===== src/rtl/core/frg_pkg.sv =====
// ----------------------------------------------------------------------------
// frg_pkg: shared definitions for the fraction reduction block
// Default sizes, the sequencer state type and the status record of the
// iterative arithmetic units.
// ----------------------------------------------------------------------------
package frg_pkg;

	localparam int DATA_WIDTH_DEF = 32;

	typedef enum logic [2:0] {
		ST_IDLE,
		ST_GCD,
		ST_DIVN,
		ST_DIVD,
		ST_DONE
	} frg_state_t;

	typedef struct packed {
		logic busy;
		logic done;
	} unit_stat_t;

endpackage


===== src/rtl/core/frg_gcd.sv =====
// ----------------------------------------------------------------------------
// frg_gcd: iterative binary GCD unit
// Finds the greatest common divisor of two nonzero magnitudes by halving and
// subtracting, one step per clock cycle.
// ----------------------------------------------------------------------------
module frg_gcd #(
	parameter int MAG_WIDTH = frg_pkg::DATA_WIDTH_DEF - 1
) (
	input  logic                 clk,
	input  logic                 arst_n,
	input  logic                 start,
	input  logic [MAG_WIDTH-1:0] a_in,
	input  logic [MAG_WIDTH-1:0] b_in,
	output logic [MAG_WIDTH-1:0] gcd,
	output frg_pkg::unit_stat_t  stat
);
	import frg_pkg::*;

	localparam int KW = $clog2(MAG_WIDTH);

	logic [MAG_WIDTH-1:0] a_q;
	logic [MAG_WIDTH-1:0] b_q;
	logic [MAG_WIDTH-1:0] g_q;
	logic [KW-1:0]        k_q;
	logic                 busy_q;
	logic                 done_q;
	logic                 a_ge_b;
	logic [MAG_WIDTH-1:0] diff;

	assign a_ge_b = a_q >= b_q;
	assign diff   = a_ge_b ? (a_q - b_q) : (b_q - a_q);

	always_ff @(posedge clk or negedge arst_n) begin
		if (!arst_n) begin
			busy_q <= 1'b0;
			done_q <= 1'b0;
		end else begin
			done_q <= 1'b0;
			if (start) begin
				busy_q <= 1'b1;
			end else if (busy_q && a_q == b_q) begin
				busy_q <= 1'b0;
				done_q <= 1'b1;
			end
		end
	end

	always_ff @(posedge clk) begin
		if (start) begin
			a_q <= a_in;
			b_q <= b_in;
			k_q <= '0;
		end else if (busy_q) begin
			if (a_q == b_q) begin
				g_q <= MAG_WIDTH'(a_q << k_q);
			end else if (!a_q[0] && !b_q[0]) begin
				a_q <= a_q >> 1;
				b_q <= b_q >> 1;
				k_q <= k_q + 1'b1;
			end else if (!a_q[0]) begin
				a_q <= a_q >> 1;
			end else if (!b_q[0]) begin
				b_q <= b_q >> 1;
			end else if (a_ge_b) begin
				a_q <= diff >> 1;
			end else begin
				b_q <= diff >> 1;
			end
		end
	end

	assign gcd       = g_q;
	assign stat.busy = busy_q;
	assign stat.done = done_q;

endmodule


===== src/rtl/core/frg_divider.sv =====
// ----------------------------------------------------------------------------
// frg_divider: iterative restoring divider
// Produces one quotient bit per clock cycle by shift and trial subtraction.
// ----------------------------------------------------------------------------
module frg_divider #(
	parameter int MAG_WIDTH = frg_pkg::DATA_WIDTH_DEF - 1
) (
	input  logic                 clk,
	input  logic                 arst_n,
	input  logic                 start,
	input  logic [MAG_WIDTH-1:0] dividend,
	input  logic [MAG_WIDTH-1:0] divisor,
	output logic [MAG_WIDTH-1:0] quotient,
	output frg_pkg::unit_stat_t  stat
);
	import frg_pkg::*;

	localparam int CW = $clog2(MAG_WIDTH);

	logic [MAG_WIDTH-1:0] rem_q;
	logic [MAG_WIDTH-1:0] quo_q;
	logic [MAG_WIDTH-1:0] div_q;
	logic [CW-1:0]        cnt_q;
	logic                 busy_q;
	logic                 done_q;
	logic [MAG_WIDTH:0]   trial;
	logic [MAG_WIDTH:0]   diff;

	assign trial = {rem_q, quo_q[MAG_WIDTH-1]};
	assign diff  = trial - {1'b0, div_q};

	always_ff @(posedge clk or negedge arst_n) begin
		if (!arst_n) begin
			busy_q <= 1'b0;
			done_q <= 1'b0;
			cnt_q  <= '0;
		end else begin
			done_q <= 1'b0;
			if (start) begin
				busy_q <= 1'b1;
				cnt_q  <= CW'(MAG_WIDTH - 1);
			end else if (busy_q) begin
				cnt_q <= cnt_q - 1'b1;
				if (cnt_q == '0) begin
					busy_q <= 1'b0;
					done_q <= 1'b1;
				end
			end
		end
	end

	always_ff @(posedge clk) begin
		if (start) begin
			rem_q <= '0;
			quo_q <= dividend;
			div_q <= divisor;
		end else if (busy_q) begin
			if (!diff[MAG_WIDTH]) begin
				rem_q <= diff[MAG_WIDTH-1:0];
				quo_q <= {quo_q[MAG_WIDTH-2:0], 1'b1};
			end else begin
				rem_q <= trial[MAG_WIDTH-1:0];
				quo_q <= {quo_q[MAG_WIDTH-2:0], 1'b0};
			end
		end
	end

	assign quotient  = quo_q;
	assign stat.busy = busy_q;
	assign stat.done = done_q;

endmodule


===== src/rtl/core/fraction_reduce_gcd.sv =====
// ----------------------------------------------------------------------------
// fraction_reduce_gcd: reduce a signed fraction to lowest terms
// Sequencer around a binary GCD unit and one shared restoring divider.
// ----------------------------------------------------------------------------
// Each transaction carries a signed numerator and denominator and yields one
// result transaction with the fraction in lowest terms: the sign sits on the
// numerator and the denominator is positive. A zero denominator returns 0/0
// with the error flag set, a zero numerator returns 0/1, and the most negative
// input value is treated as one above it. The block works on one fraction at
// a time: s_tready is low from acceptance until the result is handed to the
// output register. A fraction passes through the GCD unit and then through two
// divisions in the shared divider, numerator first; the special cases skip both.
// The output register lets the next fraction be accepted while a result waits.
module fraction_reduce_gcd #(
	parameter int DATA_WIDTH = frg_pkg::DATA_WIDTH_DEF
) (
	input  logic                                      clk,
	input  logic                                      arst_n,
	input  logic                                      s_tvalid,
	output logic                                      s_tready,
	// num_in, den_in
	input  logic [((2*DATA_WIDTH+7)/8)*8-1:0]         s_tdata,
	output logic                                      m_tvalid,
	input  logic                                      m_tready,
	// num_out, den_out
	output logic [((2*DATA_WIDTH-1+7)/8)*8-1:0]       m_tdata,
	// zero_den_error
	output logic [0:0]                                m_tuser
);
	import frg_pkg::*;

	localparam int MW       = DATA_WIDTH - 1;
	localparam int OUT_TD_W = ((2*DATA_WIDTH-1+7)/8)*8;

	frg_state_t state_q;
	frg_state_t state_d;

	logic [DATA_WIDTH-1:0] num_raw;
	logic [DATA_WIDTH-1:0] den_raw;
	logic [DATA_WIDTH-1:0] num_twos;
	logic [DATA_WIDTH-1:0] den_twos;
	logic [MW-1:0]         num_mag;
	logic [MW-1:0]         den_mag;
	logic                  accept;

	logic [MW-1:0]         nmag_q;
	logic [MW-1:0]         dmag_q;
	logic                  neg_q;
	logic [MW-1:0]         qn_q;
	logic [DATA_WIDTH-1:0] res_num_q;
	logic [MW-1:0]         res_den_q;
	logic                  res_err_q;

	logic [DATA_WIDTH-1:0] out_num_q;
	logic [MW-1:0]         out_den_q;
	logic                  out_err_q;
	logic                  out_valid_q;
	logic                  out_free;

	logic                  gcd_start;
	logic [MW-1:0]         gcd_val;
	unit_stat_t            gcd_stat;
	logic                  div_start;
	logic                  div_sel_den;
	logic [MW-1:0]         div_dividend;
	logic [MW-1:0]         div_quo;
	unit_stat_t            div_stat;
	logic [DATA_WIDTH-1:0] qd_signed;

	assign num_raw  = s_tdata[DATA_WIDTH-1:0];
	assign den_raw  = s_tdata[2*DATA_WIDTH-1:DATA_WIDTH];
	assign num_twos = ~num_raw + 1'b1;
	assign den_twos = ~den_raw + 1'b1;

	always_comb begin
		if (!num_raw[DATA_WIDTH-1]) begin
			num_mag = num_raw[MW-1:0];
		end else if (num_raw[MW-1:0] == '0) begin
			num_mag = '1;
		end else begin
			num_mag = num_twos[MW-1:0];
		end
		if (!den_raw[DATA_WIDTH-1]) begin
			den_mag = den_raw[MW-1:0];
		end else if (den_raw[MW-1:0] == '0) begin
			den_mag = '1;
		end else begin
			den_mag = den_twos[MW-1:0];
		end
	end

	assign out_free = !out_valid_q || m_tready;
	assign accept   = s_tvalid && s_tready;

	always_comb begin
		state_d = state_q;
		case (state_q)
			ST_IDLE: begin
				if (s_tvalid) begin
					if (num_mag == '0 || den_mag == '0) begin
						state_d = ST_DONE;
					end else begin
						state_d = ST_GCD;
					end
				end
			end
			ST_GCD: begin
				if (gcd_stat.done) begin
					state_d = ST_DIVN;
				end
			end
			ST_DIVN: begin
				if (div_stat.done) begin
					state_d = ST_DIVD;
				end
			end
			ST_DIVD: begin
				if (div_stat.done) begin
					state_d = ST_DONE;
				end
			end
			ST_DONE: begin
				if (out_free) begin
					state_d = ST_IDLE;
				end
			end
			default: begin
				state_d = ST_IDLE;
			end
		endcase
	end

	always_comb begin
		s_tready    = 1'b0;
		gcd_start   = 1'b0;
		div_start   = 1'b0;
		div_sel_den = 1'b0;
		case (state_q)
			ST_IDLE: begin
				s_tready  = 1'b1;
				gcd_start = s_tvalid && num_mag != '0 && den_mag != '0;
			end
			ST_GCD: begin
				div_start = gcd_stat.done;
			end
			ST_DIVN: begin
				div_start   = div_stat.done;
				div_sel_den = 1'b1;
			end
			default: begin
			end
		endcase
	end

	assign div_dividend = div_sel_den ? dmag_q : nmag_q;
	assign qd_signed    = neg_q ? (~{1'b0, qn_q} + 1'b1) : {1'b0, qn_q};

	always_ff @(posedge clk or negedge arst_n) begin
		if (!arst_n) begin
			state_q     <= ST_IDLE;
			out_valid_q <= 1'b0;
		end else begin
			state_q <= state_d;
			if (state_q == ST_DONE && out_free) begin
				out_valid_q <= 1'b1;
			end else if (m_tready) begin
				out_valid_q <= 1'b0;
			end
		end
	end

	always_ff @(posedge clk) begin
		if (accept) begin
			nmag_q <= num_mag;
			dmag_q <= den_mag;
			neg_q  <= num_raw[DATA_WIDTH-1] ^ den_raw[DATA_WIDTH-1];
			if (den_mag == '0) begin
				res_num_q <= '0;
				res_den_q <= '0;
				res_err_q <= 1'b1;
			end else if (num_mag == '0) begin
				res_num_q <= '0;
				res_den_q <= MW'(1);
				res_err_q <= 1'b0;
			end
		end
		if (state_q == ST_DIVN && div_stat.done) begin
			qn_q <= div_quo;
		end
		if (state_q == ST_DIVD && div_stat.done) begin
			res_num_q <= qd_signed;
			res_den_q <= div_quo;
			res_err_q <= 1'b0;
		end
		if (state_q == ST_DONE && out_free) begin
			out_num_q <= res_num_q;
			out_den_q <= res_den_q;
			out_err_q <= res_err_q;
		end
	end

	frg_gcd #(
		.MAG_WIDTH(MW)
	) u_gcd (
		.clk    (clk),
		.arst_n (arst_n),
		.start  (gcd_start),
		.a_in   (num_mag),
		.b_in   (den_mag),
		.gcd    (gcd_val),
		.stat   (gcd_stat)
	);

	frg_divider #(
		.MAG_WIDTH(MW)
	) u_div (
		.clk      (clk),
		.arst_n   (arst_n),
		.start    (div_start),
		.dividend (div_dividend),
		.divisor  (gcd_val),
		.quotient (div_quo),
		.stat     (div_stat)
	);

	assign m_tvalid   = out_valid_q;
	assign m_tdata    = OUT_TD_W'({out_den_q, out_num_q});
	assign m_tuser[0] = out_err_q;

endmodule


===== config.mk =====
export PLATFORM = sky130hd
export DESIGN_NAME = fraction_reduce_gcd
export DESIGN_NICKNAME = d
export VERILOG_FILES = /design/src/rtl/core/frg_pkg.sv /design/src/rtl/core/frg_gcd.sv /design/src/rtl/core/frg_divider.sv /design/src/rtl/core/fraction_reduce_gcd.sv
export SDC_FILE = /design/constraint.sdc
export NUM_CORES = 1
export LEC_CHECK = 0
export BUFFER_PORTS_ARGS = -buffer_cell sky130_fd_sc_hd__buf_2
export CORE_ASPECT_RATIO = 2
export CORE_MARGIN = 2
export CORE_UTILIZATION = 35
export CTS_BUF_LIST = sky130_fd_sc_hd__clkbuf_16
export DETAILED_ROUTE_END_ITERATION = 6
export HOLD_SLACK_MARGIN = 0.03
export PLACE_DENSITY = 0.51
export SETUP_SLACK_MARGIN = 0.02
export SYNTH_ARGS = -nofsm -noshare
export SYNTH_HDL_FRONTEND = slang
export SYNTH_SLANG_ARGS = --single-unit

===== constraint.sdc =====
create_clock -name clk -period 6.9 [get_ports clk]
set_input_delay 0.345 -clock clk [delete_from_list [all_inputs] [get_ports clk]]
set_output_delay 0.345 -clock clk [all_outputs]
set_load 0.03 [all_outputs]

==> results of run 1 <==
[power by group through the flow]
| stage | sequential (mW) | combinational (mW) | clock [mW] |
|---|---|---|---|
| global route | 3.73 | 6.64 | 2.32 |
| finish | 3.72 | 6.25 | 2.17 |
| floorplan | 3.50 | 4.16 | 0 |
| detailed placement | 3.76 | 6.14 | 0 |
| global placement | 3.76 | 6.13 | 0 |
| CTS | 3.71 | 6.16 | 2.24 |
[final cells by class]
class                   instances  area [um^2]  share of cell area
well taps                     923         1150              0.0405
inverters                     148          556              0.0195
clock buffers                  39          976              0.0342
clock inverters                32          284             0.00995
multi-input cells            1790        12300               0.429
repair buffers                168          943              0.0331
flip-flops and latches        426        12400               0.433
diodes                          7         17.5            0.000614
[worst min path at each step]
stage	start	end	slack [ps]	cells past startpoint
2_1_floorplan	arst_n	m_tvalid	50	0
3_3_place_gp	arst_n	u_gcd.busy_q	290	1
3_5_place_dp	arst_n	u_gcd.busy_q	300	1
4_1_cts	m_tready	m_tvalid	160	3
5_1_grt	m_tready	m_tvalid	190	3
6_report	m_tready	m_tvalid	180	3
[worst max-delay path, cell delays in order, from the launching register on]
cell	delay (ps)
edfxtp_1	550
ha_1	590
nand4_1	520
or4_1	690
or4_1	470
inv_1	240
a211oi_1	100
o31ai_2	150
buf_4	410
and3_1	730
a32o_1	270
mux2_1	130
[per-stage QoR]
stage	cell area [um^2]	power (mW)	hold WS (ps)	setup WS (ps)	utilization
6_report	28500	12.1	181	1880	0.392
5_1_grt	28500	12.7	188	1780	0.392
4_1_cts	28500	12.1	159	2000	0.391
3_5_place_dp	27300	9.90	298	1510	0.374
3_3_place_gp	27300	9.88	294	1580	0.374
2_1_floorplan	25700	7.66	49.4	29.6	-
[routing by layer]
metal  wire length, um  GRT usage
met5                40          0
met4              7750      0.176
met3              3030     0.0253
met2             47200      0.438
met1             28900      0.214
[placed cells by master, fill, tap and decap left out, types with 33 or more instances in the layout]
cell type and n:
a21o_1 37, a21oi_1 139, and2_1 41, buf_2 133, buf_4 33, clkbuf_16 39
dfxtp_1 36, edfxtp_1 376, ha_1 100, inv_1 151, mux2_1 51, mux2i_1 102
nand2_1 248, nand3_1 39, nor2_1 166, nor3_1 35, o21ai_0 172, xnor2_1 74
xor2_1 69
[logic make-up after synthesis]
kind of cell,after synthesis,share of synthesized area
AO/OA/AOI/OAI,638,0.161
AND/OR/NAND/NOR,736,0.140
multiplexers,168,0.0725
other,1,0.000146
adder cells (fa/ha/maj),103,0.0510
XOR/XNOR,144,0.0490
flip-flops,426,0.480
buffers and inverters,301,0.0455
==> out/results.ini, run 1 <==
[job]
cap_viol_max_count=0

[route]
viasPerCell=5.58
first_pass_iters=5
drt-wirelength-per-cell_um=24.6
ant_nets=0
drcViolationCount=0
vias=19714
drt_iter0_markers=1182
routed_wl_mm=87.0

[critical_path]
crit_type=flip-flop to flip-flop
cp.required_ps=7340
r2r_slack_ps=1880
ff2ff_path_depth=11
cp-endpoint=u_gcd.a_q[27]
crit_start=u_gcd.a_q[27]
crit_arrival_ps=5460
r2r_start=u_gcd.a_q[27]
critPathMaxFanout=20
endpoint_kind=flip-flop
worstReg2RegEnd=u_gcd.a_q[27]
critPathLaunchType=flip-flop

[global_route]
grt_first_pass_wirelength_mm=128
track_usage=0.227
overflow=0
antenna_found_initial=6
grt_pass1_vias=19743
grt_max_degree=80

[synth]
synth_top_area_share=0.439
synth_area_leaders=edfxtp_1, ha_1, mux2i_1, nand2_1, o21ai_0
synth_edf_count=376
synth_top_flop_cell=edfxtp_1
ys_seq_elements=426
synth_most_common_cell=edfxtp_1
yosys_warnings=0
synth_fp_nets=2688
yosysTopAreaCell=edfxtp_1
synthArstFlopShare=0.0305
synth_area_mm2=0.0257
synthDistinctLibCells=90
synthTopCellsByCount=edfxtp_1, nand2_1, o21ai_0
syn_inst=2517
yosysSeqAreaShare=0.480
syn_avg_cell_area_um2=10.2

[cts]
root_buffer=clkbuf_16
cts.sinks=426
cts_buffer_depth=3
path_clk_slew_ps=70
postCtsSetupBuffers=0
cts_tree=yes
htreeDepth=2
hold_buffers=1
clk_latency_ps=580
post_cts_resized=0
numCtsBuffers=39

[sta]
finalHoldViolCount=0
fin_crit_sh=0.728
rsz0062_at_grt=false
setup_tns_ps=0
finalCriticalPeriod_ps=5020
finalMaxSlewViolations=0
tightest_slew_ps=1320
max_freq_mhz=199
finalClockSkew_ps=25.7
slew_headroom=0.112
setup_viol=0

[pwr]
p_sw_frac=0.456
power_frac_seq=0.307
pwr-share-clk=0.179
pwr-share-comb=0.514
pwr_density_cell_mw_per_mm2=425
p_leak_nw=11.4
netSwitchingPower_mw=5.53
p_int_mw=6.61
ir_drop_uv=244

[finish]
syn2layout_area_growth_pct=11.0
reg_top3=out_num_q: 32 flops, res_num_q: 32 flops
nets=2744
layout-drive-gt1-share=0.109
instances_no_fill=3533
nFillCells=7168

[floorplan]
die_h_um=387
rows=140
die-width_um=196
dieArea_mm2=0.0758
start_util=0.353
core-area_mm2=0.0729
ios=135

[placement]
dp.cells=3454
io_buffers=133
globalplace.congestion=0.962
dpl.hpwl_mm=69.6

[min_path]
hold_class=input port to flip-flop

[status]
status=completed

No activity file was read; power rests on OpenSTA's default activity.
==> inputs of run 2 (changes only) <==
--- a/config.mk
+++ b/config.mk
@@ -5,6 +5,7 @@
 export SDC_FILE = /design/constraint.sdc
 export NUM_CORES = 1
 export LEC_CHECK = 0
+export ABC_AREA = 1
 export BUFFER_PORTS_ARGS = -buffer_cell sky130_fd_sc_hd__buf_2
 export CORE_ASPECT_RATIO = 2
 export CORE_MARGIN = 2
@@ -12,7 +13,7 @@
 export CTS_BUF_LIST = sky130_fd_sc_hd__clkbuf_16
 export DETAILED_ROUTE_END_ITERATION = 6
 export HOLD_SLACK_MARGIN = 0.03
-export PLACE_DENSITY = 0.51
+export PLACE_DENSITY = 0.52
 export SETUP_SLACK_MARGIN = 0.02
 export SYNTH_ARGS = -nofsm -noshare
 export SYNTH_HDL_FRONTEND = slang
==> constraint.sdc (replaced) <==
create_clock -name clk -period 4.3 [get_ports clk]
set_input_delay 0.215 -clock clk [delete_from_list [all_inputs] [get_ports clk]]
set_output_delay 0.215 -clock clk [all_outputs]
set_load 0.03 [all_outputs]
==> out/results.ini, run 2 <==
[placement]
dpl.hpwl_mm=76.7  ; was 69.6 mm
io_buffers=133  ; unchanged
globalplace.congestion=1.04  ; was 0.962

[critical_path]
worstReg2RegEnd=u_gcd.a_q[14]  ; was u_gcd.a_q[27]
critPathMaxFanout=20  ; unchanged
crit_top_cell=nand2_1  ; was or4_1
endpoint_kind=flip-flop  ; unchanged
critPathLaunchType=flip-flop  ; unchanged
r2r_slack_ps=80  ; was 1880 ps
ff2ff_path_depth=13  ; was 11
r2r_start=u_gcd.b_q[16]  ; was u_gcd.a_q[27]
crit_arrival_ps=4560  ; was 5460 ps
crit_type=flip-flop to flip-flop  ; unchanged
cp_cell_sequence=inv_1 > ha_1 > nand2_1 > nor2_1 > inv_1 > nor2_1 > nand3_1 > nand2_1 > nand3_1 > buf_4 > o22ai_2 > nand2_1 > o21ai_1  ; was ha_1 > nand4_1 > or4_1 > or4_1 > inv_1 > a211oi_1 > o31ai_2 > buf_4 > and3_1 > a32o_1 > mux2_1
cp.required_ps=4640  ; was 7340 ps
slowest_delay_ps=640  ; was 730 ps
critPathSlowestCell=nor2_1  ; was and3_1

[sta]
finalClockSkew_ps=53.5  ; was 25.7 ps
setup_viol=0  ; unchanged
finalMaxSlewViolations=0  ; unchanged
finalCriticalPeriod_ps=4220  ; was 5020 ps
max_freq_mhz=237  ; was 199 MHz
setup_tns_ps=0  ; unchanged
slew_headroom=0.220  ; was 0.112
finalHoldViolCount=0  ; unchanged
fin_crit_sh=0.981  ; was 0.728
rsz0062_at_grt=false  ; unchanged
hold_ws_ps=74.9  ; was 181 ps
tightest_slew_ps=1160  ; was 1320 ps

[cts]
cts_tree=yes  ; unchanged
path_clk_slew_ps=70  ; about the same
numCtsBuffers=40  ; was 39
cts.sinks=426  ; unchanged
root_buffer=clkbuf_16  ; unchanged
htreeDepth=2  ; unchanged
cts_buffer_depth=3  ; unchanged
clk_latency_ps=590  ; was 580 ps

[route]
drt-wirelength-per-cell_um=22.5  ; was 24.6 um
vias=22172  ; was 19.7k
ant_nets=0  ; unchanged
drt_iter0_markers=1382  ; was 1182
first_pass_iters=6  ; was 5
viasPerCell=5.21  ; was 5.58
drcViolationCount=0  ; unchanged
routed_wl_mm=95.6  ; was 87.0 mm

[min_path]
min_to=m_tvalid  ; unchanged
min_path_cells=4  ; was 3
hp-start=m_tready  ; unchanged
hold_class=input port to flip-flop  ; unchanged

[synth]
synth_top_area_share=0.437  ; was 0.439
synthTopCellsByCount=nand2_1, inv_1, edfxtp_1  ; was edfxtp_1, nand2_1, o21ai_0
yosysTopAreaCell=edfxtp_1  ; unchanged
synth_area_mm2=0.0258  ; was 0.0257 mm^2
syn_avg_cell_area_um2=8.18  ; was 10.2 um^2
syn_inst=3157  ; was 2517
synth_edf_count=376  ; unchanged
synthDistinctLibCells=57  ; was 90
synth_most_common_cell=nand2_1  ; was edfxtp_1
synth_area_leaders=edfxtp_1, nand2_1, inv_1, nor2_1, ha_1  ; was edfxtp_1, ha_1, mux2i_1, nand2_1, o21ai_0
yosysSeqAreaShare=0.478  ; was 0.480
yosys_warnings=0  ; unchanged
synth_fp_nets=3328  ; was 2688
synth_top_flop_cell=edfxtp_1  ; unchanged
synthArstFlopShare=0.0305  ; unchanged
ys_seq_elements=426  ; unchanged

[global_route]
antenna_found_initial=0  ; was 6
grt_first_pass_wirelength_mm=139  ; was 128 mm
grt_max_degree=97  ; was 80
grt_pass1_vias=22315  ; was 19.7k
overflow=0  ; unchanged
track_usage=0.250  ; was 0.227

[finish]
diodes=0  ; was 7
nets=3472  ; was 2744
final_cell_mix=nand2_1, inv_1, edfxtp_1  ; was edfxtp_1, nand2_1, o21ai_0
syn2layout_area_growth_pct=13.2  ; was 11.0%
reg_top3=out_num_q: 32 flops, res_num_q: 32 flops  ; unchanged
seq_area_mm2=0.0124  ; unchanged
multi_input_area_mm2=0.0115  ; was 0.0123 mm^2
final_common_cell=nand2_1  ; was edfxtp_1
nFillCells=7551  ; was 7168
layout-drive-gt1-share=0.0951  ; was 0.109

[status]
status=completed  ; unchanged

[job]
cap_viol_max_count=0  ; unchanged

[floorplan]
rows=140  ; unchanged
die_h_um=388  ; was 387 um
dieArea_mm2=0.0761  ; was 0.0758 mm^2
core-area_mm2=0.0729  ; unchanged
start_util=0.354  ; was 0.353
ios=135  ; unchanged
die-width_um=196  ; about the same

[pwr]
pwr_density_cell_mw_per_mm2=710  ; was 425 mW/mm^2
ir_drop_uv=331  ; was 244 uV
p_leak_nw=12.6  ; was 11.4 nW

==> run 2: cell types whose count changed after synthesis, moves of 32 or more <==
cell      change
nand3_1     +122
and2_1       -40
inv_1       +256
nand2_1     +504
mux2_1       -51
o21ai_0      +53
a21oi_1      +32
clkbuf_1     -66
o22ai_1      +35
xnor2_1      -50
nor2_1      +193
mux2i_1      -83
==> run 2: final cells by class <==
type / instances / share of cell area
Clock inverter: 34 / 0.0116
Clock buffer: 40 / 0.0342
Timing Repair Buffer: 215 / 0.0461
Sequential cell: 426 / 0.423
Multi-Input combinational cell: 2206 / 0.393
Tap cell: 923 / 0.0395
Inverter: 412 / 0.0531
==> run 2: kinds of logic after synthesis <==
family                   count (synthesis)  share of synthesized area
XOR/XNOR                                96                     0.0326
multiplexers                            19                    0.00736
flip-flops                             426                      0.478
AND/OR/NAND/NOR                       1387                      0.222
adder cells (fa/ha/maj)                103                     0.0508
other                                    1                   0.000145
AO/OA/AOI/OAI                          600                      0.130
buffers and inverters                  525                     0.0791
==> run 2: where the power goes <==
| part | switching (mW) | internal [mW] | total, mW | leakage [nW] |
|---|---|---|---|---|
| sequential | 0.657 | 5.27 | 5.92 | 3.81 |
| clock | 1.66 | 1.98 | 3.64 | 0.661 |
| combinational | 7.96 | 3.23 | 11.2 | 8.18 |
==> run 2: per-stage QoR <==
step                      power, mW  area (um^2)  worst slack [ps]  utilization  cells
after floorplan                11.8        25800              24.1            -   3157
after global placement         16.7        27800              97.6        0.381   4169
after detailed placement       16.6        27800              77.0        0.381   4169
after CTS                      20.3        29200               251        0.401   4254
after global routing           21.6        29200              47.6        0.401   4256
final                          20.7        29200              82.0        0.401   4256
==> run 2: worst max path at each step <==
stage	startpoint	endpoint	slack, ps
detailed placement	s_tdata[32]	u_gcd.a_q[13]	80
CTS	u_gcd.a_q[14]	u_gcd.a_q[14]	250
global route	u_gcd.b_q[18]	u_gcd.a_q[14]	50
global placement	s_tdata[32]	u_gcd.a_q[13]	100
finish	u_gcd.b_q[16]	u_gcd.a_q[14]	80
floorplan	state_q[2]	u_div.quotient[21]	20
==> run 2: timing repair <==
action	4_1_cts	5_1_grt
resized for setup	0	2
endpoints found under the setup margin	0	3
setup buffers	0	2
endpoints found under the hold margin	23	0
hold buffers	11	0
==> run 2: critical path, delay by kind of cell, from the launching register on <==
family                     cells  cell delay, ps
and+or+nand+nor                7            1860
AOI/OAI and AO/OA              2             630
adders and majority gates      1             440
buffers and inverters          3             500
DFF                            1             530
==> run 2: layer usage <==
metal	up-vias	wire [um]	GRT usage
met5	-	0	0
met4	0	9780	0.215
met3	313	3350	0.0257
met2	685	51000	0.479
met1	10363	31400	0.232
li1	10811	-	-
==> inputs of run 3 (changes only) <==
--- a/config.mk
+++ b/config.mk
@@ -17,4 +17,5 @@
 export SETUP_SLACK_MARGIN = 0.02
 export SYNTH_ARGS = -nofsm -noshare
 export SYNTH_HDL_FRONTEND = slang
+export SYNTH_HIERARCHICAL = 1
 export SYNTH_SLANG_ARGS = --single-unit
==> out/results.ini, run 3 <==
[route]
routed_wl_mm=108  ; was 95.6 mm
viasPerCell=5.01  ; was 5.21
drcViolationCount=0  ; unchanged
vias=24906  ; was 22.2k
first_pass_iters=6  ; unchanged
drt_iter0_markers=1686  ; was 1382
drt-wirelength-per-cell_um=21.7  ; was 22.5 um
ant_nets=0  ; unchanged

[global_route]
grt_first_pass_wirelength_mm=156  ; was 139 mm
track_usage=0.259  ; was 0.250
overflow=0  ; unchanged
grt_max_degree=72  ; was 97
grt_pass1_vias=24823  ; was 22.3k
antenna_found_initial=3  ; was 0

[synth]
syn_avg_cell_area_um2=7.55  ; was 8.18 um^2
yosys_warnings=6  ; was 0
synth_fp_nets=3922  ; was 3328
syn_inst=3750  ; was 3157
synth_area_mm2=0.0283  ; was 0.0258 mm^2

[finish]
final_common_cell=nand2_1  ; unchanged
reg_top3=out_num_q: 32 flops, res_num_q: 32 flops  ; unchanged
multi_input_area_mm2=0.0132  ; was 0.0115 mm^2
syn2layout_area_growth_pct=12.6  ; was 13.2%
seq_area_mm2=0.0124  ; about the same
layout-drive-gt1-share=0.122  ; was 0.0951
nFillCells=8582  ; was 7551
final_cell_mix=nand2_1, inv_1, nor2_1  ; was nand2_1, inv_1, edfxtp_1
nets=4068  ; was 3472
postLayoutCellArea_mm2=0.0319  ; was 0.0292 mm^2
instances_no_fill=4976  ; was 4256

[pwr]
pwr-share-clk=0.135  ; was 0.175
p_int_mw=13.4  ; was 10.5 mW
pwr_density_cell_mw_per_mm2=899  ; was 710 mW/mm^2
p_total_mw=28.7  ; was 20.7 mW
power_frac_seq=0.236  ; was 0.285
p_leak_nw=15.2  ; was 12.6 nW
ir_drop_uv=509  ; was 331 uV
netSwitchingPower_mw=15.3  ; was 10.3 mW
p_sw_frac=0.533  ; was 0.495
pwr-share-comb=0.629  ; was 0.539

[critical_path]
r2r_start=u_gcd/a_q[28]  ; was u_gcd.b_q[16]
critPathLaunchType=flip-flop  ; unchanged
crit_type=flip-flop to flip-flop  ; unchanged
endpoint_kind=flip-flop  ; unchanged
cp.required_ps=4570  ; was 4640 ps
crit_arrival_ps=4240  ; was 4560 ps
crit_start=u_gcd/a_q[28]  ; was u_gcd.b_q[16]
critPathMaxFanout=30  ; was 20

[sta]
setup_viol=0  ; unchanged
fin_crit_sh=0.925  ; was 0.981
hold_ws_ps=72.0  ; was 74.9 ps
finalMaxSlewViolations=0  ; unchanged
rsz0062_at_grt=false  ; unchanged
finalCriticalPeriod_ps=3980  ; was 4220 ps
tightest_slew_ps=1250  ; was 1160 ps
max_freq_mhz=251  ; was 237 MHz
setup_tns_ps=0  ; unchanged
slew_headroom=0.165  ; was 0.220
finalClockSkew_ps=57.4  ; was 53.5 ps
finalHoldViolCount=0  ; unchanged

[cts]
post_cts_resized=0  ; unchanged
cts_tree=yes  ; unchanged
clk_latency_ps=610  ; was 590 ps
htreeDepth=2  ; unchanged
path_clk_slew_ps=70  ; about the same
cts.sinks=426  ; unchanged
cts_buffer_depth=3  ; unchanged
numCtsBuffers=43  ; was 40
root_buffer=clkbuf_16  ; unchanged

[floorplan]
dieArea_mm2=0.0833  ; was 0.0761 mm^2
start_util=0.353  ; was 0.354
die-width_um=205  ; was 196 um
rows=147  ; was 140
core-area_mm2=0.0802  ; was 0.0729 mm^2
ios=135  ; unchanged
die_h_um=406  ; was 388 um

[placement]
io_buffers=133  ; unchanged
globalplace.congestion=1.08  ; was 1.04
dp.cells=4892  ; was 4169
dpl.hpwl_mm=85.3  ; was 76.7 mm
placed_cell_area_mm2=0.0304  ; was 0.0278 mm^2

[min_path]
hold_class=input port to asynchronous set/reset pin  ; was input port to flip-flop

[job]
cap_viol_max_count=0  ; unchanged

[status]
status=completed  ; unchanged

## run 3: area by class of cell
cell class	instances	share of cell area
multi-input cells	2621	0.414
flip-flops and latches	426	0.388
inverters	587	0.0691
repair buffers	217	0.0424
well taps	1043	0.0409
clock buffers	45	0.0353
clock inverters	34	0.00982
diodes	3	0.000236
## run 3: layer usage
layer | part of all wire | track usage | vias up
met5 | 0.000074 | 0 | -
met2 | 0.53 | 0.490 | 745
met1 | 0.33 | 0.242 | 11538
li1 | - | - | 12272
met3 | 0.045 | 0.0347 | 349
met4 | 0.10 | 0.217 | 2
## run 3: power by group through the flow
stage	clock network, mW	logic (mW)	registers (mW)
after global routing	4.09	19.5	6.86
after global placement	0	17.3	6.82
final	3.86	18.0	6.76
after floorplan	0	11.0	6.56
after CTS	3.96	17.3	6.76
after detailed placement	0	17.3	6.84
## run 3: worst max-delay path, stage by stage (launching register included)
cell and delay [ps]:
edfxtp_1 400, inv_1 120, ha_1 470, nand2_1 130, nor3_1 790, nand2_1 230
a21oi_2 350, nor2_4 100, a21oi_1 530, nand2_1 120, nand2_1 90, inv_1 40
buf_4 290
## run 3: path summary, 6_finish.rpt
kind / endpoint / slack [ps] / cells past startpoint
worst max-delay path: u_gcd/b_q[12] / 320 / 12
worst min-delay path: u_gcd/busy_q / 70 / 2
worst max register to register: u_gcd/b_q[12] / 320 / 12
worst min register to register: out_den_q[16] / 410 / 0
max in group asynchronous: state_q[0] / 3920 / 2
min in group clk: nmag_q[20] / 80 / 4
## run 3: through the flow
step	util	worst slack, ps
finish	0.397	323
global route	0.397	340
detailed placement	0.379	235
floorplan	-	16.5
global placement	0.379	279
CTS	0.397	523
## run 3: repair_timing
| action | 4_1_cts | 5_1_grt |
|---|---|---|
| endpoints found under the hold margin | 14 | 0 |
| endpoints found under the setup margin | 0 | 0 |
| hold buffers | 2 | 0 |
| setup buffers | 0 | 0 |
